### src/json_code_field_extractor_core_assert.svh
// ----------------------------------------------------------------------------
// json_code_field_extractor_core_assert.svh
// Assertion macros shared by the extractor RTL. Each macro expects the
// enclosing module to have the signals clk and arst_n.
// ----------------------------------------------------------------------------
`ifndef JSON_CODE_FIELD_EXTRACTOR_CORE_ASSERT_SVH
`define JSON_CODE_FIELD_EXTRACTOR_CORE_ASSERT_SVH

// Implication checked at every clock edge outside reset.
`define JCFE_ASSERT_IMP(lbl, ante, cons) \
	lbl: assert property (@(posedge clk) disable iff (!arst_n) (ante) |-> (cons)) \
		else $error("jcfe implication check failed");

// Condition that must never be true outside reset.
`define JCFE_ASSERT_NEVER(lbl, cond) \
	lbl: assert property (@(posedge clk) disable iff (!arst_n) !(cond)) \
		else $error("jcfe forbidden condition seen");

// Consequence required on the next clock edge.
`define JCFE_ASSERT_NEXT(lbl, ante, cons) \
	lbl: assert property (@(posedge clk) disable iff (!arst_n) (ante) |=> (cons)) \
		else $error("jcfe next-cycle check failed");

`endif

### src/jcfe_pkg.sv
`timescale 1ns / 1ps
// ----------------------------------------------------------------------------
// jcfe_pkg
// Types, character codes and limits shared by the field extractor modules.
// ----------------------------------------------------------------------------
package jcfe_pkg;

	localparam logic [7:0] CHAR_QUOTE = 8'h22;
	localparam logic [7:0] CHAR_C     = 8'h63;
	localparam logic [7:0] CHAR_O     = 8'h6F;
	localparam logic [7:0] CHAR_D     = 8'h64;
	localparam logic [7:0] CHAR_E     = 8'h65;
	localparam logic [7:0] CHAR_COLON = 8'h3A;
	localparam logic [7:0] CHAR_MINUS = 8'h2D;
	localparam logic [7:0] CHAR_SPACE = 8'h20;
	localparam logic [7:0] CHAR_TAB   = 8'h09;
	localparam logic [7:0] CHAR_CR    = 8'h0D;
	localparam logic [7:0] CHAR_ZERO  = 8'h30;
	localparam logic [7:0] CHAR_NINE  = 8'h39;

	localparam int          MAG_W       = 31;
	localparam int          CODE_W      = 32;
	localparam logic [30:0] MAG_MAX     = 31'h7FFF_FFFF;
	localparam logic [30:0] MAG_LIMIT10 = MAG_MAX / 31'd10;
	localparam logic [3:0]  MAG_LAST_D  = 4'(MAG_MAX % 31'd10);
	localparam logic [31:0] UNKNOWN_RST = 32'hFFFF_FFFF;

	localparam int          QUEUE_DEPTH_DEF = 4;

	// Key "code" including both quotes: positions 0..5.
	localparam logic [2:0]  KEY_LAST_POS = 3'd5;

	typedef enum logic [3:0] {
		CLS_QUOTE,
		CLS_C,
		CLS_O,
		CLS_D,
		CLS_E,
		CLS_COLON,
		CLS_MINUS,
		CLS_DIGIT,
		CLS_WS,
		CLS_OTHER
	} cls_t;

	typedef struct packed {
		cls_t       cls;
		logic [3:0] digit;
		logic       last;
	} item_t;

	typedef enum logic [4:0] {
		PH_SEARCH     = 5'b00001,
		PH_PRE_COLON  = 5'b00010,
		PH_POST_COLON = 5'b00100,
		PH_NUMBER     = 5'b01000,
		PH_DONE       = 5'b10000
	} phase_t;

	// Class expected at a given position of the quoted key.
	function automatic cls_t key_cls(input logic [2:0] pos);
		cls_t c;
		unique case (pos)
			3'd0:    c = CLS_QUOTE;
			3'd1:    c = CLS_C;
			3'd2:    c = CLS_O;
			3'd3:    c = CLS_D;
			3'd4:    c = CLS_E;
			3'd5:    c = CLS_QUOTE;
			default: c = CLS_OTHER;
		endcase
		return c;
	endfunction

endpackage

### src/jcfe_front.sv
`timescale 1ns / 1ps
// ----------------------------------------------------------------------------
// jcfe_front
// Input side: takes body bytes, sorts each into a character class with its
// digit value, and pushes the tagged byte into the queue.
// ----------------------------------------------------------------------------
module jcfe_front
	import jcfe_pkg::*;
(
	input  logic       in_valid,
	output logic       in_stall,
	input  logic [7:0] body_byte,
	input  logic       last_byte,
	output logic       push_valid,
	output item_t      push_item,
	input  logic       queue_full
);

	cls_t cls;

	always_comb begin
		if (body_byte >= CHAR_ZERO && body_byte <= CHAR_NINE) begin
			cls = CLS_DIGIT;
		end else if (body_byte == CHAR_SPACE ||
				(body_byte >= CHAR_TAB && body_byte <= CHAR_CR)) begin
			cls = CLS_WS;
		end else begin
			unique case (body_byte)
				CHAR_QUOTE: cls = CLS_QUOTE;
				CHAR_C:     cls = CLS_C;
				CHAR_O:     cls = CLS_O;
				CHAR_D:     cls = CLS_D;
				CHAR_E:     cls = CLS_E;
				CHAR_COLON: cls = CLS_COLON;
				CHAR_MINUS: cls = CLS_MINUS;
				default:    cls = CLS_OTHER;
			endcase
		end
	end

	assign push_item.cls   = cls;
	assign push_item.digit = body_byte[3:0];
	assign push_item.last  = last_byte;
	assign push_valid      = in_valid;
	assign in_stall        = queue_full;

endmodule

### src/jcfe_queue.sv
`timescale 1ns / 1ps
// ----------------------------------------------------------------------------
// jcfe_queue
// Small register queue of classified bytes between front and back; push and
// pop may happen in the same cycle.
// ----------------------------------------------------------------------------
`include "json_code_field_extractor_core_assert.svh"

module jcfe_queue
	import jcfe_pkg::*;
#(
	parameter int DEPTH = QUEUE_DEPTH_DEF
) (
	input  logic  clk,
	input  logic  arst_n,
	input  logic  push_valid,
	input  item_t push_item,
	output logic  full,
	output logic  pop_valid,
	output item_t pop_item,
	input  logic  pop_ready
);

	localparam int PTR_W = (DEPTH > 1) ? $clog2(DEPTH) : 1;
	localparam int CNT_W = $clog2(DEPTH + 1);
	localparam logic [PTR_W-1:0] PTR_LAST = PTR_W'(DEPTH - 1);
	localparam logic [CNT_W-1:0] CNT_FULL = CNT_W'(DEPTH);

	item_t            mem_q [DEPTH];
	logic [PTR_W-1:0] wr_ptr_q;
	logic [PTR_W-1:0] rd_ptr_q;
	logic [CNT_W-1:0] count_q;
	logic             push;
	logic             pop;

	assign full      = (count_q == CNT_FULL);
	assign pop_valid = (count_q != '0);
	assign pop_item  = mem_q[rd_ptr_q];
	assign push      = push_valid && !full;
	assign pop       = pop_valid && pop_ready;

	always_ff @(posedge clk) begin
		if (push) begin
			mem_q[wr_ptr_q] <= push_item;
		end
	end

	always_ff @(posedge clk or negedge arst_n) begin
		if (!arst_n) begin
			wr_ptr_q <= '0;
			rd_ptr_q <= '0;
			count_q  <= '0;
		end else begin
			if (push) begin
				wr_ptr_q <= (wr_ptr_q == PTR_LAST) ? '0 : wr_ptr_q + 1'b1;
			end
			if (pop) begin
				rd_ptr_q <= (rd_ptr_q == PTR_LAST) ? '0 : rd_ptr_q + 1'b1;
			end
			if (push && !pop) begin
				count_q <= count_q + 1'b1;
			end else if (pop && !push) begin
				count_q <= count_q - 1'b1;
			end
		end
	end

	`JCFE_ASSERT_NEVER(a_count_range, count_q > CNT_FULL)
	`JCFE_ASSERT_NEXT(a_push_only_grows, push && !pop, count_q == $past(count_q) + 1'b1)
	`JCFE_ASSERT_IMP(a_ptr_gap, count_q == '0 || count_q == CNT_FULL, wr_ptr_q == rd_ptr_q)

endmodule

### src/jcfe_back.sv
`timescale 1ns / 1ps
// ----------------------------------------------------------------------------
// jcfe_back
// Parse side: key match, colon and sign handling, saturating decimal
// accumulation, and the registered result on the last byte of a body.
// ----------------------------------------------------------------------------
`include "json_code_field_extractor_core_assert.svh"

module jcfe_back
	import jcfe_pkg::*;
(
	input  logic                 clk,
	input  logic                 arst_n,
	input  logic                 pop_valid,
	input  item_t                pop_item,
	output logic                 pop_ready,
	input  logic                 unknown_code_we,
	input  logic [CODE_W-1:0]    unknown_code_wdata,
	output logic                 out_valid,
	input  logic                 out_stall,
	output logic signed [CODE_W-1:0] app_code,
	output logic                 code_found
);

	phase_t            phase_q, phase_d;
	logic [2:0]        key_cnt_q, key_cnt_d;
	logic              neg_q, neg_d;
	logic [MAG_W-1:0]  mag_q, mag_d;
	logic              seen_q, seen_d;
	logic [CODE_W-1:0] unknown_q;
	logic              out_valid_q;
	logic [CODE_W-1:0] code_q;
	logic              found_q;

	logic              take;
	logic [MAG_W-1:0]  mag_add;
	logic              mag_sat;
	logic [CODE_W-1:0] result;

	assign pop_ready = !out_valid_q || !out_stall;
	assign take      = pop_valid && pop_ready;

	// Times ten by shift and add; saturate before the product can overflow.
	assign mag_add = {mag_q[MAG_W-4:0], 3'b000} + {mag_q[MAG_W-2:0], 1'b0} +
			MAG_W'(pop_item.digit);
	assign mag_sat = (mag_q > MAG_LIMIT10) ||
			(mag_q == MAG_LIMIT10 && pop_item.digit > MAG_LAST_D);

	always_comb begin
		phase_d   = phase_q;
		key_cnt_d = key_cnt_q;
		neg_d     = neg_q;
		mag_d     = mag_q;
		seen_d    = seen_q;
		unique case (phase_q)
			PH_SEARCH: begin
				if (pop_item.cls == key_cls(key_cnt_q)) begin
					if (key_cnt_q == KEY_LAST_POS) begin
						phase_d   = PH_PRE_COLON;
						key_cnt_d = '0;
					end else begin
						key_cnt_d = key_cnt_q + 1'b1;
					end
				end else begin
					key_cnt_d = (pop_item.cls == CLS_QUOTE) ? 3'd1 : 3'd0;
				end
			end
			PH_PRE_COLON: begin
				if (pop_item.cls == CLS_COLON) begin
					phase_d = PH_POST_COLON;
				end else if (pop_item.cls != CLS_WS) begin
					phase_d = PH_DONE;
				end
			end
			PH_POST_COLON: begin
				case (pop_item.cls)
					CLS_WS: ;
					CLS_MINUS: begin
						neg_d   = 1'b1;
						phase_d = PH_NUMBER;
					end
					CLS_DIGIT: begin
						seen_d  = 1'b1;
						mag_d   = mag_sat ? MAG_MAX : mag_add;
						phase_d = PH_NUMBER;
					end
					default: phase_d = PH_DONE;
				endcase
			end
			PH_NUMBER: begin
				if (pop_item.cls == CLS_DIGIT) begin
					seen_d = 1'b1;
					mag_d  = mag_sat ? MAG_MAX : mag_add;
				end else begin
					phase_d = PH_DONE;
				end
			end
			PH_DONE: ;
			default: phase_d = PH_DONE;
		endcase
	end

	always_comb begin
		if (!seen_d) begin
			result = unknown_q;
		end else if (neg_d) begin
			result = '0 - {1'b0, mag_d};
		end else begin
			result = {1'b0, mag_d};
		end
	end

	always_ff @(posedge clk or negedge arst_n) begin
		if (!arst_n) begin
			phase_q     <= PH_SEARCH;
			key_cnt_q   <= '0;
			neg_q       <= 1'b0;
			mag_q       <= '0;
			seen_q      <= 1'b0;
			unknown_q   <= UNKNOWN_RST;
			out_valid_q <= 1'b0;
		end else begin
			if (unknown_code_we) begin
				unknown_q <= unknown_code_wdata;
			end
			if (take && pop_item.last) begin
				// End of body: clear the parse for the next one.
				phase_q   <= PH_SEARCH;
				key_cnt_q <= '0;
				neg_q     <= 1'b0;
				mag_q     <= '0;
				seen_q    <= 1'b0;
			end else if (take) begin
				phase_q   <= phase_d;
				key_cnt_q <= key_cnt_d;
				neg_q     <= neg_d;
				mag_q     <= mag_d;
				seen_q    <= seen_d;
			end
			if (take && pop_item.last) begin
				out_valid_q <= 1'b1;
			end else if (!out_stall) begin
				out_valid_q <= 1'b0;
			end
		end
	end

	always_ff @(posedge clk) begin
		if (take && pop_item.last) begin
			code_q  <= result;
			found_q <= seen_d;
		end
	end

	assign out_valid  = out_valid_q;
	assign app_code   = code_q;
	assign code_found = found_q;

	`JCFE_ASSERT_IMP(a_search_clean, phase_q == PH_SEARCH, !neg_q && !seen_q && mag_q == '0)
	`JCFE_ASSERT_IMP(a_number_entered, phase_q == PH_NUMBER, neg_q || seen_q)
	`JCFE_ASSERT_NEVER(a_key_count, key_cnt_q > KEY_LAST_POS)
	`JCFE_ASSERT_NEXT(a_last_emits, take && pop_item.last, out_valid_q && phase_q == PH_SEARCH)

endmodule

### src/json_code_field_extractor_core.sv
`timescale 1ns / 1ps
// ----------------------------------------------------------------------------
// json_code_field_extractor_core
// Pulls the signed integer value of the first "code" key out of a JSON body.
// ----------------------------------------------------------------------------
// Usage:
//   Input channel (in_valid / in_stall) carries one body byte per transaction
//   with last_byte marking the final byte of a body. Output channel
//   (out_valid / out_stall) carries one result per body: app_code and
//   code_found, produced only for a transaction whose last_byte is 1.
//   unknown_code_we / unknown_code_wdata write the value reported when no
//   digit was parsed; write it only while the block is idle.
//   Throughput: one byte per cycle while no stalled result holds the back
//   end. A result passes the queue, then the output register: the queue
//   write comes at the accepting edge of its last byte, and the parse step
//   loads the output register when the back end takes that byte.
//   A stalled result holds in the output register; bytes keep entering until
//   the queue of QUEUE_DEPTH entries fills, then in_stall rises.
//   Reset clears the queue, the parse state and the output valid, and sets
//   unknown_code to -1.
// ----------------------------------------------------------------------------
module json_code_field_extractor_core
	import jcfe_pkg::*;
#(
	parameter int QUEUE_DEPTH = QUEUE_DEPTH_DEF
) (
	input  logic                     clk,
	input  logic                     arst_n,
	input  logic                     in_valid,
	output logic                     in_stall,
	input  logic [7:0]               body_byte,
	input  logic                     last_byte,
	input  logic                     unknown_code_we,
	input  logic [CODE_W-1:0]        unknown_code_wdata,
	output logic                     out_valid,
	input  logic                     out_stall,
	output logic signed [CODE_W-1:0] app_code,
	output logic                     code_found
);

	logic  push_valid;
	item_t push_item;
	logic  queue_full;
	logic  pop_valid;
	item_t pop_item;
	logic  pop_ready;

	jcfe_front u_front (
		.in_valid   (in_valid),
		.in_stall   (in_stall),
		.body_byte  (body_byte),
		.last_byte  (last_byte),
		.push_valid (push_valid),
		.push_item  (push_item),
		.queue_full (queue_full)
	);

	jcfe_queue #(
		.DEPTH (QUEUE_DEPTH)
	) u_queue (
		.clk        (clk),
		.arst_n     (arst_n),
		.push_valid (push_valid),
		.push_item  (push_item),
		.full       (queue_full),
		.pop_valid  (pop_valid),
		.pop_item   (pop_item),
		.pop_ready  (pop_ready)
	);

	jcfe_back u_back (
		.clk                (clk),
		.arst_n             (arst_n),
		.pop_valid          (pop_valid),
		.pop_item           (pop_item),
		.pop_ready          (pop_ready),
		.unknown_code_we    (unknown_code_we),
		.unknown_code_wdata (unknown_code_wdata),
		.out_valid          (out_valid),
		.out_stall          (out_stall),
		.app_code           (app_code),
		.code_found         (code_found)
	);

endmodule
### config.mk
export PLATFORM = sky130hd
export DESIGN_NAME = json_code_field_extractor_core
export DESIGN_NICKNAME = d
export VERILOG_FILES = /design/src/jcfe_pkg.sv /design/src/jcfe_front.sv /design/src/jcfe_queue.sv /design/src/jcfe_back.sv /design/src/json_code_field_extractor_core.sv
export VERILOG_INCLUDE_DIRS = /design/src /design/src/src
export SDC_FILE = /design/constraint.sdc
export NUM_CORES = 1
export LEC_CHECK = 0
export BUFFER_PORTS_ARGS = -buffer_cell sky130_fd_sc_hd__buf_2
export CAP_MARGIN = 10
export CORE_MARGIN = 1.5
export CORE_UTILIZATION = 50
export DETAILED_ROUTE_END_ITERATION = 10
export PLACE_DENSITY_LB_ADDON = 0.1
export SLEW_MARGIN = 20
export SYNTH_ARGS = -nofsm -noshare
export SYNTH_HDL_FRONTEND = slang
export SYNTH_SLANG_ARGS = --single-unit
### constraint.sdc
create_clock -name clk -period 11.4 [get_ports clk]
set_clock_uncertainty 0.05 [all_clocks]
set_input_delay 3.42 -clock clk [delete_from_list [all_inputs] [get_ports clk]]
set_output_delay 3.42 -clock clk [all_outputs]
set_load 0.05 [all_outputs]
==> impl_results.md <==
- Outcome: complete, no violations
- Post-Syn Instances: 1,024
- Top cell type's share of synthesized area: 0.2075
- Area delta synth->final: 11.70%
- Post-synth EDFFs: between 60 and 70
- Io pins: 81
- Pwr per Cell Area: 167.9 mW/mm²
- Final core utilization: 0.5713
- Root buffer cell: clkbuf_16
- Worst min-delay path category: flop to flop
- Post-synth top flop: edfxtp_1
- Residual DRC: 0
- Ys Warns: 0
- CTS Hold Bufs: 0
- Crit end category: flop
- H-tree depth: 4
- Final WL: 25.34 mm
- # clock sinks: 150
- # nets final: ~1.2k
- CP startpoint kind: flop
- Starting Density: 0.5114
- Initial antenna violation count: 0
- Pleak: around 4.6 nW
- Synth cell types: just under 80
- Final worst-path cycle share: 0.4987
- RSZ-0062 raised after global routing: no
- # setup viols final: 0
- Peak VDD IR: around 0.00016 V
- Rel. slew slack: 0.2995
- GRT Residual Overflow: 0
- FMAX: roughly 180 MHz
- Vias in the first global route: around 7.8k
- Largest net degree at the start of global routing: between 60 and 70
- Synth Register Bits: 150
- Deepest clock path buffer count: 2
- Die X: roughly 140 µm
- Port bufs: 80
- Measured slew at the worst slew-check pin: between 1 and 1.5 ns
- Gates resized, CTS repair: 0
- Max-cap violations: 0
- Die area: about 0.021 mm²
- Post-Place Worst Slack: about 5.4 ns
- Cts bufs inserted: 17
- DRT Pass-1 Iters: 5
- Data required, critical path: between 10 and 15 ns
- Core area: about 0.02 mm²
- DIE HEIGHT: 144.3 µm
- Data arrival time of the critical path: just under 6 ns
- TNS Setup: 0 ns
- Async set or reset register ratio after synthesis: 0.5400
- Final hold violation count: 0
- N_diodes: 0
- Fin crit period: roughly 5.7 ns
- Post-DRT Antenna Nets: 0
- Final Max Slew Viols: 0
- Vias after detailed routing: 8,131
- 1st-iter DRT viols: ~480
- Crit path max fanout: 12
- Routed vias/inst: ~6
- Share of cells above drive strength 1: 0.1956
- Worst skew pair latency: between 0.4 and 0.5 ns
- Mapped cell area: around 0.010 mm²
- Post-CTS Setup Inserts: 0
- Dominant cells by area after synthesis: edfxtp_1, dfrtp_1, dfstp_2, ha_1, o21ai_0
- Post-Syn Area per Cell: 9.752 µm²
- Post-synth top area cell: edfxtp_1
- Clock transition at path regs: ~0.070 ns
- Seq/Total Area, Yosys: 0.4146
- CTS tree: built
- Setup CP Type: flop to flop
- Total GRT Usage: 0.2530
- Final worst slack: 5.715 ns
- Per-cell routed wire length: 18.65 µm
- Syn Nets: 1,137
- First-pass GRT wire length: between 40 and 50 mm
- Rows: a little over 50
- Post-DP HPWL: about 19 mm
- RD Place Congestion: about 0.84
critical path, cell delays in order (launching register included):
cell      delay (ns)
dfrtp_1         0.72
mux4_2          0.59
ha_1            0.29
ha_1            0.23
fa_1            0.43
a211oi_1        0.28
o21ai_1         0.22
o21a_1          0.28
o21a_1          0.21
or3_1           0.32
a2111o_1        0.47
a211o_4         0.41
or4_4           0.56
nor4_1          0.29
nor3b_1         0.08
metal layers:
metal	routed length (µm)	GRT usage	vias up
li1	-	-	3997
met1	10760	0.3143	3949
met2	13290	0.4528	151
met3	781	0.03245	34
met4	513	0.08666	0
met5	0	0	-
logic make-up after synthesis:
kind of cell	share of synthesized area
and+or+nand+nor	0.1670
AOI/OAI and AO/OA	0.1967
DFF	0.4146
buffers and inverters	0.03170
adders and majority gates	0.08621
muxes	0.06428
xor gates and xnor gates	0.03947
cell usage in the layout, fill, tap and decap left out, types with 23 or more instances in the layout:
master    instances
o21ai_0          81
nand2_1          87
dfstp_2          33
inv_1            26
edfxtp_1         69
nor3_1           25
nor2_1          101
ha_1             64
buf_2            79
xor2_1           23
mux2_2           34
a21oi_1          70
dfrtp_1          48
metrics by stage:
stage          hold WS [ns]  instances  power [mW]  instance area [µm²]
2_1_floorplan        0.4061       1024       1.199                 9986
3_3_place_gp         0.4333       1327       1.345                10590
3_5_place_dp         0.4370       1327       1.350                10590
4_1_cts              0.4639       1359       1.889                11150
5_1_grt              0.4787       1359       1.968                11150
6_report             0.4623       1359       1.873                11150
final timing paths:
kind,depth (start not counted),slack (ns),startpoint,to
hold / removal,1,0.46,u_queue.count_q[2],u_queue.count_q[2]
setup / recovery,14,5.71,u_queue.rd_ptr_q[0],u_back.app_code[30]
min in group asynchronous,1,2.81,arst_n,u_back.mag_q[26]
max in group asynchronous,2,7.34,arst_n,u_back.mag_q[1]
setup reg to reg,14,5.71,u_queue.rd_ptr_q[0],u_back.app_code[30]
hold reg to reg,1,0.46,u_queue.count_q[2],u_queue.count_q[2]
Yosys cell counts (all sizes together) (11+ instances only):
library cell / instances
xor2: 23
a21oi: 70
edfxtp: 69
or3: 20
clkbuf: 39
nand2: 87
inv: 26
nor3: 27
o211ai: 12
and3: 11
dfstp: 33
nor4: 13
o22ai: 17
nor2: 101
and2: 12
buf: 14
mux2: 34
a22o: 15
ha: 64
dfrtp: 48
xnor2: 22
o21ai: 84
sequential cells by signal (all words and copies together), names as in the netlist, 3 cells and up:
signal	cells
u_back.app_code	32
u_back.key_cnt_q	3
u_back.mag_q	31
u_back.phase_q	5
u_back.unknown_q	32
u_queue.count_q	3
u_queue.mem_q	36
cell type report:
| cell class | instances | area [µm²] |
|---|---|---|
| Tap cell | 265 | 331.6 |
| Sequential cell | 150 | 4140 |
| Fill cell | 1769 | 8372 |
| Clock buffer | 19 | 452.9 |
| Timing Repair Buffer | 91 | 485.5 |
| Clock inverter | 13 | 111.4 |
| Multi-Input combinational cell | 795 | 5535 |
| Inverter | 26 | 97.59 |
power by group:
part           switching [mW]  internal [mW]  total, mW
clock network           0.241          0.297      0.537
logic                   0.425          0.157      0.581
registers              0.0532          0.701      0.754
No activity file was read; power rests on OpenSTA's default activity.
